`config.mk`:
```
export PLATFORM = sky130hd
export DESIGN_NAME = can_tx_frame_queue_core
export DESIGN_NICKNAME = d
export VERILOG_FILES = /design/src/design/ctq_pkg.sv /design/src/design/can_tx_frame_queue_core.sv /design/src/design/ctq_front.sv /design/src/design/ctq_cmd_fifo.sv /design/src/design/ctq_back.sv
export SDC_FILE = /design/constraint.sdc
export NUM_CORES = 1
export LEC_CHECK = 0
export BUFFER_PORTS_ARGS = -buffer_cell sky130_fd_sc_hd__clkbuf_2
export CORE_MARGIN = 5
export CORE_UTILIZATION = 29
export CTS_CLUSTER_SIZE = 20
export DETAILED_ROUTE_END_ITERATION = 12
export MAX_ROUTING_LAYER = met4
export PLACE_DENSITY = 0.43
export SLEW_MARGIN = 0
export SYNTH_ARGS = -nofsm -noshare
export SYNTH_HDL_FRONTEND = slang
export SYNTH_SLANG_ARGS = --single-unit
```
`constraint.sdc`:
```
create_clock -name i_clk -period 21.8 [get_ports i_clk]
set_clock_uncertainty 0.05 [all_clocks]
set_input_delay 4.36 -clock i_clk [delete_from_list [all_inputs] [get_ports i_clk]]
set_output_delay 4.36 -clock i_clk [all_outputs]
set_load 0.005 [all_outputs]
```
`src/design/ctq_pkg.sv`:
```
// Shared types, constants and codes for the CAN transmit frame queue.
package ctq_pkg;

    localparam int QUEUE_DEPTH = 8;
    localparam int PTR_W       = $clog2(QUEUE_DEPTH);
    localparam int CNT_W       = $clog2(QUEUE_DEPTH + 1);

    localparam int ID_W      = 29;
    localparam int DATA_W    = 64;
    localparam int LEN_W     = 4;
    localparam int STATUS_W  = 3;
    localparam int CLASS_W   = 2;
    localparam int LIMIT_W   = 8;
    localparam int CFG_IDX_W = 2;
    localparam int MAX_BYTES = 8;

    localparam logic [LIMIT_W-1:0] STALL_LIMIT_RST = LIMIT_W'(3);

    localparam int CMDQ_DEPTH = 2;
    localparam int CMDQ_PTR_W = $clog2(CMDQ_DEPTH);
    localparam int CMDQ_CNT_W = $clog2(CMDQ_DEPTH + 1);

    typedef enum logic [1:0] {
        CMD_ENQUEUE = 2'd0,
        CMD_POLL    = 2'd1,
        CMD_DONE    = 2'd2,
        CMD_READ    = 2'd3
    } t_cmd;

    typedef enum logic [STATUS_W-1:0] {
        ST_OK       = 3'd0,
        ST_FULL     = 3'd1,
        ST_TOO_LONG = 3'd2,
        ST_TX_ERROR = 3'd3,
        ST_IDLE     = 3'd4
    } t_status;

    typedef enum logic [CLASS_W-1:0] {
        CLS_ABORTED = 2'd0,
        CLS_MATCH   = 2'd1,
        CLS_OTHER   = 2'd2
    } t_class;

    typedef enum logic [CFG_IDX_W-1:0] {
        CFG_FIRST_ID    = 2'd0,
        CFG_SECOND_ID   = 2'd1,
        CFG_TX_ENABLE   = 2'd2,
        CFG_STALL_LIMIT = 2'd3
    } t_cfg_idx;

    // Last frame handed to the transmitter.
    typedef enum logic [2:0] {
        LF_IDLE   = 3'b001,
        LF_FLIGHT = 3'b010,
        LF_SENT   = 3'b100
    } t_last_state;

    // Classified command as it travels from the front end to the back end.
    typedef struct packed {
        t_cmd              cmd;
        logic [ID_W-1:0]   id;
        logic [DATA_W-1:0] data;     // bytes at or beyond len already zeroed
        logic [LEN_W-1:0]  len;
        logic              accept;
        logic              match;    // id equals one of the configured ids
        logic              enq_ok;   // match and transmit enabled
        logic              len_bad;  // more than MAX_BYTES bytes
    } t_ctq_item;

endpackage

```
`src/design/can_tx_frame_queue_core.sv`:
```
// Top level of the CAN transmit frame queue: config registers, front end, queue, back end.
// A taken command passes through the command queue, then the back end's result register.
// Throughput: one command per cycle, set by the back end executing one command per cycle.
// The receiver cannot stall; results are registered and shown for exactly one cycle.
// Reset (synchronous, active low) empties the ring and the command queue, sets the last
// frame to idle, clears stall count and abort, and restores the config reset values.
module can_tx_frame_queue_core (
    input  logic                              i_clk,
    input  logic                              i_rst_n,
    // Command channel
    input  logic                              start,
    output logic                              busy,
    input  logic [1:0]                        i_command,
    input  logic [ctq_pkg::ID_W-1:0]          i_frame_id,
    input  logic [ctq_pkg::DATA_W-1:0]        i_frame_data,
    input  logic [ctq_pkg::LEN_W-1:0]         i_frame_len,
    input  logic                              i_send_accepted,
    // Result channel
    output logic                              o_strobe,
    output logic [ctq_pkg::STATUS_W-1:0]      o_status,
    output logic                              o_send_valid,
    output logic [ctq_pkg::ID_W-1:0]          o_out_id,
    output logic [ctq_pkg::DATA_W-1:0]        o_out_data,
    output logic [ctq_pkg::LEN_W-1:0]         o_out_len,
    output logic [ctq_pkg::CLASS_W-1:0]       o_done_class,
    output logic                              o_flushed,
    // Config write channel
    input  logic                              i_cfg_valid,
    output logic                              o_cfg_ready,
    input  logic [ctq_pkg::CFG_IDX_W-1:0]     i_cfg_index,
    input  logic [ctq_pkg::ID_W-1:0]          i_cfg_data
);

    logic [ctq_pkg::ID_W-1:0]    r_first_id;
    logic [ctq_pkg::ID_W-1:0]    r_second_id;
    logic                        r_tx_enable;
    logic [ctq_pkg::LIMIT_W-1:0] r_stall_limit;

    ctq_pkg::t_ctq_item          front_item;
    ctq_pkg::t_ctq_item          head_item;
    logic                        head_valid;
    logic                        fifo_full;
    logic                        cfg_write;

    // Config writes are registered; the port never pushes back.
    assign o_cfg_ready = 1'b1;
    assign cfg_write   = i_cfg_valid && o_cfg_ready;

    always_ff @(posedge i_clk) begin
        if (!i_rst_n) begin
            r_first_id    <= '0;
            r_second_id   <= '0;
            r_tx_enable   <= 1'b0;
            r_stall_limit <= ctq_pkg::STALL_LIMIT_RST;
        end else if (cfg_write) begin
            case (ctq_pkg::t_cfg_idx'(i_cfg_index))
                ctq_pkg::CFG_FIRST_ID:    r_first_id    <= i_cfg_data;
                ctq_pkg::CFG_SECOND_ID:   r_second_id   <= i_cfg_data;
                ctq_pkg::CFG_TX_ENABLE:   r_tx_enable   <= i_cfg_data[0];
                ctq_pkg::CFG_STALL_LIMIT: r_stall_limit <= i_cfg_data[ctq_pkg::LIMIT_W-1:0];
                default:                  r_tx_enable   <= r_tx_enable;
            endcase
        end
    end

    // Classify the command as it arrives: id match, length check, byte trim.
    ctq_front u_front (
        .i_command       (i_command),
        .i_frame_id      (i_frame_id),
        .i_frame_data    (i_frame_data),
        .i_frame_len     (i_frame_len),
        .i_send_accepted (i_send_accepted),
        .i_first_id      (r_first_id),
        .i_second_id     (r_second_id),
        .i_tx_enable     (r_tx_enable),
        .o_item          (front_item)
    );

    // Hold classified commands until the back end takes them; busy only when full.
    assign busy = fifo_full;

    ctq_cmd_fifo u_cmd_fifo (
        .i_clk        (i_clk),
        .i_rst_n      (i_rst_n),
        .i_push       (start && !busy),
        .i_push_item  (front_item),
        .i_pop        (head_valid),
        .o_head       (head_item),
        .o_head_valid (head_valid),
        .o_full       (fifo_full)
    );

    // Execute one command per cycle against the ring and transmit state.
    ctq_back u_back (
        .i_clk         (i_clk),
        .i_rst_n       (i_rst_n),
        .i_item_valid  (head_valid),
        .i_item        (head_item),
        .i_stall_limit (r_stall_limit),
        .o_strobe      (o_strobe),
        .o_status      (o_status),
        .o_send_valid  (o_send_valid),
        .o_out_id      (o_out_id),
        .o_out_data    (o_out_data),
        .o_out_len     (o_out_len),
        .o_done_class  (o_done_class),
        .o_flushed     (o_flushed)
    );

endmodule

```
`src/design/ctq_front.sv`:
```
// Front end: classifies an incoming command and trims its data bytes.
module ctq_front (
    input  logic [1:0]                  i_command,
    input  logic [ctq_pkg::ID_W-1:0]    i_frame_id,
    input  logic [ctq_pkg::DATA_W-1:0]  i_frame_data,
    input  logic [ctq_pkg::LEN_W-1:0]   i_frame_len,
    input  logic                        i_send_accepted,
    input  logic [ctq_pkg::ID_W-1:0]    i_first_id,
    input  logic [ctq_pkg::ID_W-1:0]    i_second_id,
    input  logic                        i_tx_enable,
    output ctq_pkg::t_ctq_item          o_item
);

    logic                       match;
    logic [ctq_pkg::DATA_W-1:0] kept;

    assign match = (i_frame_id == i_first_id) || (i_frame_id == i_second_id);

    // Zero every byte at or beyond the length.
    always_comb begin
        for (int b = 0; b < ctq_pkg::MAX_BYTES; b++) begin
            kept[b*8 +: 8] = (ctq_pkg::LEN_W'(b) < i_frame_len) ? i_frame_data[b*8 +: 8] : 8'd0;
        end
    end

    always_comb begin
        o_item.cmd     = ctq_pkg::t_cmd'(i_command);
        o_item.id      = i_frame_id;
        o_item.data    = kept;
        o_item.len     = i_frame_len;
        o_item.accept  = i_send_accepted;
        o_item.match   = match;
        o_item.enq_ok  = match && i_tx_enable;
        o_item.len_bad = i_frame_len > ctq_pkg::LEN_W'(ctq_pkg::MAX_BYTES);
    end

endmodule

```
`src/design/ctq_cmd_fifo.sv`:
```
// Short command queue between the front end and the back end.
module ctq_cmd_fifo (
    input  logic                i_clk,
    input  logic                i_rst_n,
    input  logic                i_push,
    input  ctq_pkg::t_ctq_item  i_push_item,
    input  logic                i_pop,
    output ctq_pkg::t_ctq_item  o_head,
    output logic                o_head_valid,
    output logic                o_full
);

    ctq_pkg::t_ctq_item                r_mem [ctq_pkg::CMDQ_DEPTH];
    logic [ctq_pkg::CMDQ_PTR_W-1:0]    r_wr_ptr;
    logic [ctq_pkg::CMDQ_PTR_W-1:0]    r_rd_ptr;
    logic [ctq_pkg::CMDQ_CNT_W-1:0]    r_count;
    logic [ctq_pkg::CMDQ_PTR_W-1:0]    n_wr_ptr;
    logic [ctq_pkg::CMDQ_PTR_W-1:0]    n_rd_ptr;
    logic [ctq_pkg::CMDQ_CNT_W-1:0]    n_count;
    logic                              do_push;
    logic                              do_pop;

    assign o_full       = r_count == ctq_pkg::CMDQ_CNT_W'(ctq_pkg::CMDQ_DEPTH);
    assign o_head_valid = r_count != '0;
    assign o_head       = r_mem[r_rd_ptr];
    assign do_push      = i_push && !o_full;
    assign do_pop       = i_pop && o_head_valid;

    always_comb begin
        n_wr_ptr = r_wr_ptr;
        n_rd_ptr = r_rd_ptr;
        n_count  = r_count;
        if (do_push) begin
            n_wr_ptr = (r_wr_ptr == ctq_pkg::CMDQ_PTR_W'(ctq_pkg::CMDQ_DEPTH - 1))
                       ? '0 : r_wr_ptr + 1'b1;
        end
        if (do_pop) begin
            n_rd_ptr = (r_rd_ptr == ctq_pkg::CMDQ_PTR_W'(ctq_pkg::CMDQ_DEPTH - 1))
                       ? '0 : r_rd_ptr + 1'b1;
        end
        if (do_push && !do_pop) begin
            n_count = r_count + 1'b1;
        end else if (do_pop && !do_push) begin
            n_count = r_count - 1'b1;
        end
    end

    always_ff @(posedge i_clk) begin
        if (do_push) begin
            r_mem[r_wr_ptr] <= i_push_item;
        end
    end

    always_ff @(posedge i_clk) begin
        if (!i_rst_n) begin
            r_wr_ptr <= '0;
            r_rd_ptr <= '0;
            r_count  <= '0;
        end else begin
            r_wr_ptr <= n_wr_ptr;
            r_rd_ptr <= n_rd_ptr;
            r_count  <= n_count;
        end
    end

endmodule

```
`src/design/ctq_back.sv`:
```
// Back end: frame ring, transmit state, stall timeout and result register.
module ctq_back (
    input  logic                           i_clk,
    input  logic                           i_rst_n,
    input  logic                           i_item_valid,
    input  ctq_pkg::t_ctq_item             i_item,
    input  logic [ctq_pkg::LIMIT_W-1:0]    i_stall_limit,
    output logic                           o_strobe,
    output logic [ctq_pkg::STATUS_W-1:0]   o_status,
    output logic                           o_send_valid,
    output logic [ctq_pkg::ID_W-1:0]       o_out_id,
    output logic [ctq_pkg::DATA_W-1:0]     o_out_data,
    output logic [ctq_pkg::LEN_W-1:0]      o_out_len,
    output logic [ctq_pkg::CLASS_W-1:0]    o_done_class,
    output logic                           o_flushed
);

    // Frame ring, undefined until written.
    logic [ctq_pkg::ID_W-1:0]     r_slot_id   [ctq_pkg::QUEUE_DEPTH];
    logic [ctq_pkg::LEN_W-1:0]    r_slot_len  [ctq_pkg::QUEUE_DEPTH];
    logic [ctq_pkg::DATA_W-1:0]   r_slot_data [ctq_pkg::QUEUE_DEPTH];

    logic [ctq_pkg::PTR_W-1:0]    r_wr_ptr,  n_wr_ptr;
    logic [ctq_pkg::PTR_W-1:0]    r_rd_ptr,  n_rd_ptr;
    logic [ctq_pkg::CNT_W-1:0]    r_fill,    n_fill;
    ctq_pkg::t_last_state         r_last,    n_last;
    logic [ctq_pkg::ID_W-1:0]     r_last_id, n_last_id;
    logic [ctq_pkg::LEN_W-1:0]    r_last_len, n_last_len;
    logic [ctq_pkg::DATA_W-1:0]   r_last_data, n_last_data;
    logic [ctq_pkg::LIMIT_W-1:0]  r_stall,   n_stall;
    logic                         r_abort,   n_abort;

    logic                         r_strobe;
    logic [ctq_pkg::STATUS_W-1:0] r_status,  n_status;
    logic                         r_send,    n_send;
    logic [ctq_pkg::ID_W-1:0]     r_oid,     n_oid;
    logic [ctq_pkg::DATA_W-1:0]   r_odata,   n_odata;
    logic [ctq_pkg::LEN_W-1:0]    r_olen,    n_olen;
    logic [ctq_pkg::CLASS_W-1:0]  r_cls,     n_cls;
    logic                         r_flushed, n_flushed;

    logic                         slot_we;
    logic [ctq_pkg::LIMIT_W-1:0]  stall_inc;

    assign stall_inc = (r_stall == '1) ? r_stall : r_stall + 1'b1;

    always_comb begin
        n_wr_ptr    = r_wr_ptr;
        n_rd_ptr    = r_rd_ptr;
        n_fill      = r_fill;
        n_last      = r_last;
        n_last_id   = r_last_id;
        n_last_len  = r_last_len;
        n_last_data = r_last_data;
        n_stall     = r_stall;
        n_abort     = r_abort;
        n_status    = ctq_pkg::ST_OK;
        n_send      = 1'b0;
        n_oid       = '0;
        n_odata     = '0;
        n_olen      = '0;
        n_cls       = ctq_pkg::CLS_ABORTED;
        n_flushed   = 1'b0;
        slot_we     = 1'b0;

        if (i_item_valid) begin
            case (i_item.cmd)
                ctq_pkg::CMD_ENQUEUE: begin
                    if (i_item.enq_ok) begin
                        if (r_fill == ctq_pkg::CNT_W'(ctq_pkg::QUEUE_DEPTH)) begin
                            n_status = ctq_pkg::ST_FULL;
                        end else if (i_item.len_bad) begin
                            n_status = ctq_pkg::ST_TOO_LONG;
                        end else begin
                            slot_we  = 1'b1;
                            n_wr_ptr = (r_wr_ptr == ctq_pkg::PTR_W'(ctq_pkg::QUEUE_DEPTH - 1))
                                       ? '0 : r_wr_ptr + 1'b1;
                            n_fill   = r_fill + 1'b1;
                        end
                    end
                end
                ctq_pkg::CMD_POLL: begin
                    if (r_last == ctq_pkg::LF_FLIGHT) begin
                        // Count the stalled poll; flush once the limit is reached.
                        n_stall = stall_inc;
                        if (stall_inc >= i_stall_limit) begin
                            n_wr_ptr  = '0;
                            n_rd_ptr  = '0;
                            n_fill    = '0;
                            n_last    = ctq_pkg::LF_IDLE;
                            n_stall   = '0;
                            n_abort   = 1'b1;
                            n_status  = ctq_pkg::ST_TX_ERROR;
                            n_flushed = 1'b1;
                        end
                    end else begin
                        n_stall = '0;
                        if (r_fill != '0) begin
                            if (i_item.accept) begin
                                n_last_id   = r_slot_id[r_rd_ptr];
                                n_last_len  = r_slot_len[r_rd_ptr];
                                n_last_data = r_slot_data[r_rd_ptr];
                                n_last      = ctq_pkg::LF_FLIGHT;
                                n_rd_ptr    = (r_rd_ptr == ctq_pkg::PTR_W'(ctq_pkg::QUEUE_DEPTH - 1))
                                              ? '0 : r_rd_ptr + 1'b1;
                                n_fill      = r_fill - 1'b1;
                                n_send      = 1'b1;
                                n_oid       = r_slot_id[r_rd_ptr];
                                n_odata     = r_slot_data[r_rd_ptr];
                                n_olen      = r_slot_len[r_rd_ptr];
                            end else begin
                                n_status = ctq_pkg::ST_TX_ERROR;
                            end
                        end
                    end
                end
                ctq_pkg::CMD_DONE: begin
                    n_last = ctq_pkg::LF_SENT;
                    if (r_abort) begin
                        n_abort = 1'b0;
                        n_cls   = ctq_pkg::CLS_ABORTED;
                    end else begin
                        n_cls = i_item.match ? ctq_pkg::CLS_MATCH : ctq_pkg::CLS_OTHER;
                    end
                end
                ctq_pkg::CMD_READ: begin
                    if (r_last == ctq_pkg::LF_IDLE) begin
                        n_status = ctq_pkg::ST_IDLE;
                    end else begin
                        n_oid   = r_last_id;
                        n_odata = r_last_data;
                        n_olen  = r_last_len;
                    end
                end
                default: begin
                    n_status = ctq_pkg::ST_OK;
                end
            endcase
        end
    end

    always_ff @(posedge i_clk) begin
        if (slot_we) begin
            r_slot_id[r_wr_ptr]   <= i_item.id;
            r_slot_len[r_wr_ptr]  <= i_item.len;
            r_slot_data[r_wr_ptr] <= i_item.data;
        end
    end

    always_ff @(posedge i_clk) begin
        r_status  <= n_status;
        r_send    <= n_send;
        r_oid     <= n_oid;
        r_odata   <= n_odata;
        r_olen    <= n_olen;
        r_cls     <= n_cls;
        r_flushed <= n_flushed;
    end

    always_ff @(posedge i_clk) begin
        if (!i_rst_n) begin
            r_wr_ptr    <= '0;
            r_rd_ptr    <= '0;
            r_fill      <= '0;
            r_last      <= ctq_pkg::LF_IDLE;
            r_last_id   <= '0;
            r_last_len  <= '0;
            r_last_data <= '0;
            r_stall     <= '0;
            r_abort     <= 1'b0;
            r_strobe    <= 1'b0;
        end else begin
            r_wr_ptr    <= n_wr_ptr;
            r_rd_ptr    <= n_rd_ptr;
            r_fill      <= n_fill;
            r_last      <= n_last;
            r_last_id   <= n_last_id;
            r_last_len  <= n_last_len;
            r_last_data <= n_last_data;
            r_stall     <= n_stall;
            r_abort     <= n_abort;
            r_strobe    <= i_item_valid;
        end
    end

    assign o_strobe     = r_strobe;
    assign o_status     = r_status;
    assign o_send_valid = r_send;
    assign o_out_id     = r_oid;
    assign o_out_data   = r_odata;
    assign o_out_len    = r_olen;
    assign o_done_class = r_cls;
    assign o_flushed    = r_flushed;

endmodule
```
Yosys cells after proc, flatten, opt, wreduce, memory -nomap -nowiden
Memory sizes are Yosys's and may differ from the RTL's. A register that Yosys moved wholly into a read port is not among the register bits.
Cells that the tools add are included.
{"block": "totals", "out_inout_bits": 107, "latchBits": 0, "mem_bits_ro": 0, "mem_bits_rw": 982, "memories": 4, "wordCells": 194, "reg_bits": 295}
{"memory": "u_back.r_slot_data", "depth": 8, "word_bits": 64, "rd": 1, "rd_clocked_by_memory_dff": 1, "wr": 1, "line_no": "ctq_back.sv:21", "rtl": "logic [ctq_pkg::DATA_W-1:0] r_slot_data [ctq_pkg::QUEUE_DEPTH];"}
{"memory": "u_back.r_slot_id", "depth": 8, "word_bits": 29, "rd": 1, "rd_clocked_by_memory_dff": 1, "wr": 1, "line_no": "ctq_back.sv:19", "rtl": "logic [ctq_pkg::ID_W-1:0] r_slot_id [ctq_pkg::QUEUE_DEPTH];"}
{"memory": "u_cmd_fifo.r_mem", "depth": 2, "word_bits": 103, "rd": 1, "rd_clocked_by_memory_dff": 1, "wr": 1, "line_no": "ctq_cmd_fifo.sv:13", "rtl": "ctq_pkg::t_ctq_item r_mem [ctq_pkg::CMDQ_DEPTH];"}
{"memory": "u_back.r_slot_len", "depth": 8, "word_bits": 4, "rd": 1, "rd_clocked_by_memory_dff": 1, "wr": 1, "line_no": "ctq_back.sv:20", "rtl": "logic [ctq_pkg::LEN_W-1:0] r_slot_len [ctq_pkg::QUEUE_DEPTH];"}
{"block": "classes", "reduce_logical": 32, "shift": 0, "muxes": 86, "multipliers": 0, "n_eq_ne": 24, "n_addsub": 9, "magnitude_cmp": 10, "div_mod_pow": 0, "bitwise_logic": 5}
{"cell": "64-bit 2-to-1 mux", "count": 4}
{"cell": "64-bit case mux with 2 select lines", "count": 1}
{"cell": "29-bit 2-to-1 mux", "count": 4}
{"cell": "8-bit 2-to-1 mux", "count": 11}
{"cell": "3-bit 2-to-1 mux", "count": 25}
{"cell": "29-bit equality test", "count": 2}
{"cell": "29-bit case mux with 2 select lines", "count": 1}
{"cell": "4-bit 2-to-1 mux", "count": 11}
{"cell": "1-bit 2-to-1 mux", "count": 17}
{"cell": "3-bit by 4-bit < comparator with 1-bit output, first input constant", "count": 4}
{"cell": "4-bit case mux with 2 select lines", "count": 2}
{"cell": "5-bit AND reduction", "count": 3}
{"cell": "2-bit 2-to-1 mux", "count": 6}
{"cell": "3-bit case mux with 2 select lines", "count": 2}
{"cell": "2-bit nonzero test", "count": 6}
{"cell": "2-bit equality test, second input constant", "count": 5}
{"cell": "2-bit AND reduction", "count": 5}
{"cell": "3-bit case mux with 3 select lines", "count": 1}
{"cell": "8-bit by 1-bit adder with 8-bit output, second input constant", "count": 1}
{"cell": "8-bit equality test, second input constant", "count": 1}
{"cell": "8-bit greater-or-equal comparator", "count": 1}
{"cell": "1-bit by 4-bit < comparator with 1-bit output, first input constant", "count": 2}
{"cell": "2-bit by 4-bit < comparator with 1-bit output, first input constant", "count": 2}
{"cell": "2-bit inequality test, second input constant", "count": 4}
{"cell": "29 further kinds", "count": 45}

Logic depth before layout (Yosys ltp)
{"block": "depth", "depth_word": 8, "depth_mapped": 13, "depth_no_buf": 13}

Cells and area by module
From an unflattened synthesis, not the netlist that was laid out.
{"block": "unflattened", "cells_unflattened": 2820, "area_unflattened_um2": 49252.2}
{"mod": "ctq_back", "cells_per_inst": 2026, "n_inst": 1, "seq_area_each_um2": 27846.7, "area_each_um2": 37647.4}
{"mod": "ctq_cmd_fifo", "cells_per_inst": 345, "n_inst": 1, "seq_area_each_um2": 6286.0, "area_each_um2": 7683.6}
{"mod": "can_tx_frame_queue_core", "cells_per_inst": 257, "n_inst": 1, "seq_area_each_um2": 1341.3, "area_each_um2": 2531.2}
{"mod": "ctq_front", "cells_per_inst": 192, "n_inst": 1, "seq_area_each_um2": 0.0, "area_each_um2": 1390.1}

Worst setup path before layout
No wires, ideal clock.
{"block": "synth_timing", "path_type": "register -> register", "from": "reg with a tool-made name", "to": "mem u_back.r_slot_data[0][0] (netlist name) (enable)", "period_less_slack_ps": 9567, "n_path_buf": 3, "setup_ps": 672, "required_ps": 21078, "setup_slack_ps": 12233, "t_arrival_ps": 8846, "stages_incl_launch_ff": 10, "cell_sequence": "dfxtp_1 > buf_2 > buf_1 > buf_2 > mux2i_1 > ha_1 > nor3b_2 > nor3b_2 > nand2b_1 > nor3_1"}
{"element": "end: declaration", "line_no": "ctq_back.sv:21"}

==> metrics.csv <==
stage,metric,value,unit
clock_network,clk-insertion-delay-late,770,ps
power,cellPowerDensity,103.6,mW/mm^2
floorplanning,boundaryPins,242,
global_routing,global_route.overflow_total,0,
finish,multiInputGateArea,0.01255,sq mm
route,via_count,25529,
placed_design,gp_routability_congestion,0.7272,
clock_network,cts.repair_timing.setup_buffer_count,0,
clock_network,path_clk_slew,60,ps
setup_path,timing.reg2reg.worst_path_depth,7,
synthesis,synth-compound-area-share,2.997,%
hold_path,hold_path.startpoint,r_stall_limit[3],
synthesis,postSynthAreaPerCell,17.38,sq um
route,detail_route.wl_per_cell,23.97,um
global_routing,grt_antenna_before_repair,11,
run,maxCapViolations,0,
clock_network,cts_inserted_buffers,146,
hold_path,holdCritPathClass,flop to flop,
setup_path,worst_setup_path_end_kind,flop,
hold_path,hold_critical_path_depth,2,
synthesis,synthCells,2805,
finish,final_instance_area,0.05714,sq mm
clock_network,cts-root-to-sink-buffers,3,
route,drcViolationCount,0,
placed_design,placement.cell_area,0.05244,sq mm
power,vdd_drop_max,76.30,uV
placed_design,detailedPlacementHpwl,71020,um
route,routed_wl,129700,um
global_routing,gr-usage-all-layers,15.14,%
timing,report.final.hold_viol_count,0,
finish,filler_cells,15906,
power,post_layout_total_power,5.920,mW
floorplanning,start_util,29.16,%
clock_network,cts_tree,built,
finish,final_nets,3241,
setup_path,cp.required,22410,ps
floorplanning,die_width,420.0,um
setup_path,setup.worst_path.class,primary input to flop,
global_routing,pin_count_of_the_biggest_net_entering_global_routing,111,
hold_path,timing.hold.worst_endpoint,r_stall_limit[3],
timing,grt_setup_unrepaired,no,
synthesis,synth.yosys.seq_area_share,72.76,%
synthesis,synth-adder-area-share,0.5646,%
floorplanning,rows,150,
finish,layout-drive-gt1-share,28.22,%
route,ant_nets,0,
clock_network,htree_levels,4,
floorplanning,core,0.1672,sq mm
clock_network,clockRootBuffer,sky130_fd_sc_hd__clkbuf_16,
timing,timing_worst_slew_pin_value,1088,ps
setup_path,regToRegSetupSlack,16680,ps
synthesis,post_synth_and_or_nand_nor_area_fraction,5.086,%
power,power.leakage,18.42,nW
outcome,outcome,"finished, final reports clean",
synthesis,synth-edff-count,982,
global_routing,grt_first_pass_wirelength,188700,um
floorplanning,die_ar,0.1764,sq mm
timing,setup_tns,0,ps
setup_path,cp_data_arrival_time,6670,ps
synthesis,synth_top_family_by_area,multiplexers,
clock_network,number_of_buffers_inserted_for_hold_repair_after_clock_tree_synthesis,0,
timing,maxSlewViolCount,0,
synthesis,synth-seq-cells,1281,
synthesis,syn-cell-area,0.04876,sq mm
placed_design,place.port_buffers,240,
clock_network,cts_resized,0,
synthesis,ys_types,59,
finish,seq_area,0.03549,sq mm
timing,max_freq,0.1649,GHz
timing,timing.final.setup_violations,0,
synthesis,post_synth_xor_area_fraction,1.186,%
finish,flow.area_growth_from_synthesis,17.19,%
route,drt_first_iter_violations,1590,
synthesis,syn-num-nets,2962,
timing,timing.max_slew.rel_slack,27.49,%
timing,final_period_minus_worst_setup_slack,6065,ps
setup_path,crit_path_start_kind,primary input,
clock_network,clock-sinks,1281,
synthesis,main_flop_type_after_synthesis,sky130_fd_sc_hd__edfxtp_1,
timing,final_period_utilization,27.82,%
synthesis,ys_warn_count,0,
floorplanning,die_ht,420.0,um
setup_path,critical_path.max_fanout,79,
synthesis,async_reset_ff_share,0,%
synthesis,share_of_synthesized_area_spent_on_multiplexers,15.67,%
route,drt-vias-per-instance,4.717,
route,firstDrtPassIters,5,
setup_path,critical_path.reg2reg.endpoint,u_back.r_slot_data[4][1],
global_routing,first_global_vias,27595,
flip-flops by register name, indices dropped and copies added (netlist names), 4 cells and up, named ones only:
signal,flops
u_back.r_slot_id,232
u_back.o_out_data,64
u_back.r_last_len,4
u_back.r_slot_data,512
u_back.o_out_len,4
u_back.r_fill,4
u_back.r_last_id,29
r_first_id,29
u_back.o_out_id,29
r_second_id,29
u_back.r_last_data,64
u_cmd_fifo.r_mem,206
u_back.r_slot_len,32
u_back.r_stall,8
r_stall_limit,8
synthesized netlist by cell type, drive strengths merged (6+ instances only):
cell | instances | area [sq um]
a21oi | 83 | 419.2
a22oi | 97 | 728.2
and2 | 20 | 125.1
buf | 62 | 462.9
clkbuf | 85 | 319.1
dfxtp | 299 | 5986
edfxtp | 982 | 29490
ha | 22 | 275.3
inv | 16 | 60.06
mux2 | 197 | 2218
mux2i | 105 | 1051
mux4 | 194 | 4369
nand2 | 161 | 604.3
nand2b | 8 | 50.05
nand3 | 18 | 90.09
nand4 | 6 | 37.54
nor2 | 230 | 865.8
nor2b | 51 | 319.1
nor3 | 13 | 70.07
nor3b | 8 | 75.08
nor4 | 12 | 75.07
o21ai | 17 | 85.08
xnor2 | 10 | 87.58
xor2 | 56 | 490.5
cell usage in the layout, fill, tap and decap left out, types with 5 or more instances in the layout:
master,netlist,final
sky130_fd_sc_hd__clkbuf_1,85,44
sky130_fd_sc_hd__a21oi_1,82,82
sky130_fd_sc_hd__buf_12,0,7
sky130_fd_sc_hd__nor4_1,12,11
sky130_fd_sc_hd__o21ai_0,17,17
sky130_fd_sc_hd__mux2i_1,105,105
sky130_fd_sc_hd__clkbuf_2,0,240
sky130_fd_sc_hd__mux2_2,197,197
sky130_fd_sc_hd__clkinv_2,0,19
sky130_fd_sc_hd__ha_1,22,22
sky130_fd_sc_hd__edfxtp_1,982,982
sky130_fd_sc_hd__nor3_1,12,8
sky130_fd_sc_hd__xor2_1,56,56
sky130_fd_sc_hd__nor2_4,0,7
sky130_fd_sc_hd__clkinv_1,1,24
sky130_fd_sc_hd__dfxtp_1,299,295
sky130_fd_sc_hd__nand2b_1,8,8
sky130_fd_sc_hd__buf_4,3,31
sky130_fd_sc_hd__xnor2_1,10,10
sky130_fd_sc_hd__clkinv_8,0,6
sky130_fd_sc_hd__clkbuf_8,0,11
sky130_fd_sc_hd__nand4_1,6,6
sky130_fd_sc_hd__bufinv_16,0,8
sky130_fd_sc_hd__nor2_1,229,222
sky130_fd_sc_hd__nand2_1,161,160
sky130_fd_sc_hd__mux4_2,194,194
sky130_fd_sc_hd__nor2b_1,51,50
sky130_fd_sc_hd__clkbuf_16,0,147
sky130_fd_sc_hd__inv_6,0,5
sky130_fd_sc_hd__nand3_1,18,18
sky130_fd_sc_hd__and2_1,20,20
sky130_fd_sc_hd__inv_1,16,16
sky130_fd_sc_hd__a22oi_1,97,97
worst max-delay path, stage by stage:
cell and delay, ps:
sky130_fd_sc_hd__clkbuf_2 340, sky130_fd_sc_hd__inv_6 530, sky130_fd_sc_hd__buf_4 770, sky130_fd_sc_hd__nor2_1 150
sky130_fd_sc_hd__and2_1 240, sky130_fd_sc_hd__a22o_1 240
cell families after synthesis:
group | after synthesis
AOI/OAI and AO/OA | 226
xor gates and xnor gates | 66
adders and majority gates | 22
buffers and inverters | 164
DFF | 1281
muxes | 496
other | 1
and+or+nand+nor | 549
worst max path at each step:
stage | from | endpoint | slack (ps)
after CTS | u_cmd_fifo.r_count[0] | busy | 15680
after floorplan | flop | u_back.r_slot_data[0][0] | 12230
after detailed placement | i_rst_n | u_back.r_stall[2] | 14890
final | i_rst_n | u_back.r_stall[2] | 15730
after global routing | i_rst_n | u_back.r_stall[1] | 15600
after global placement | i_rst_n | u_back.r_stall[3] | 14930
stage by stage:
stage / instances / utilization [%] / setup slack, ps / hold WS, ps
final: 5412 / 34.17 / 15730 / 414.8
after global routing: 5412 / 34.17 / 15600 / 430.2
after detailed placement: 5140 / 31.36 / 14890 / 407.7
after CTS: 5411 / 34.17 / 15680 / 416.0
after floorplan: 2805 / - / 12230 / 366.1
after global placement: 5140 / 31.36 / 14930 / 401.8
layout make-up:
type	count	share of cell area (%)
multi-input combinational	1360	21.97
clock buffer	202	6.992
antenna	1	0.004379
timing repair buffer	278	2.755
tap	2204	4.826
clock inverter	69	1.226
sequential	1281	62.11
inverter	17	0.1204
routing by layer:
layer	routed length (um)	global-route usage, %	up-vias	part of all wire, %
li1	-	-	11380	-
met1	55180	18.49	13415	43
met2	66750	26.05	557	51
met3	4834	2.440	177	3.7
met4	2964	4.314	0	2.3
met5	0	-	-	0
power by group:
part           switching [mW]  internal (mW)
sequential             0.0403           2.88
combinational           0.432          0.193
clock                   0.990           1.39
(Power assumes the default switching activity.)
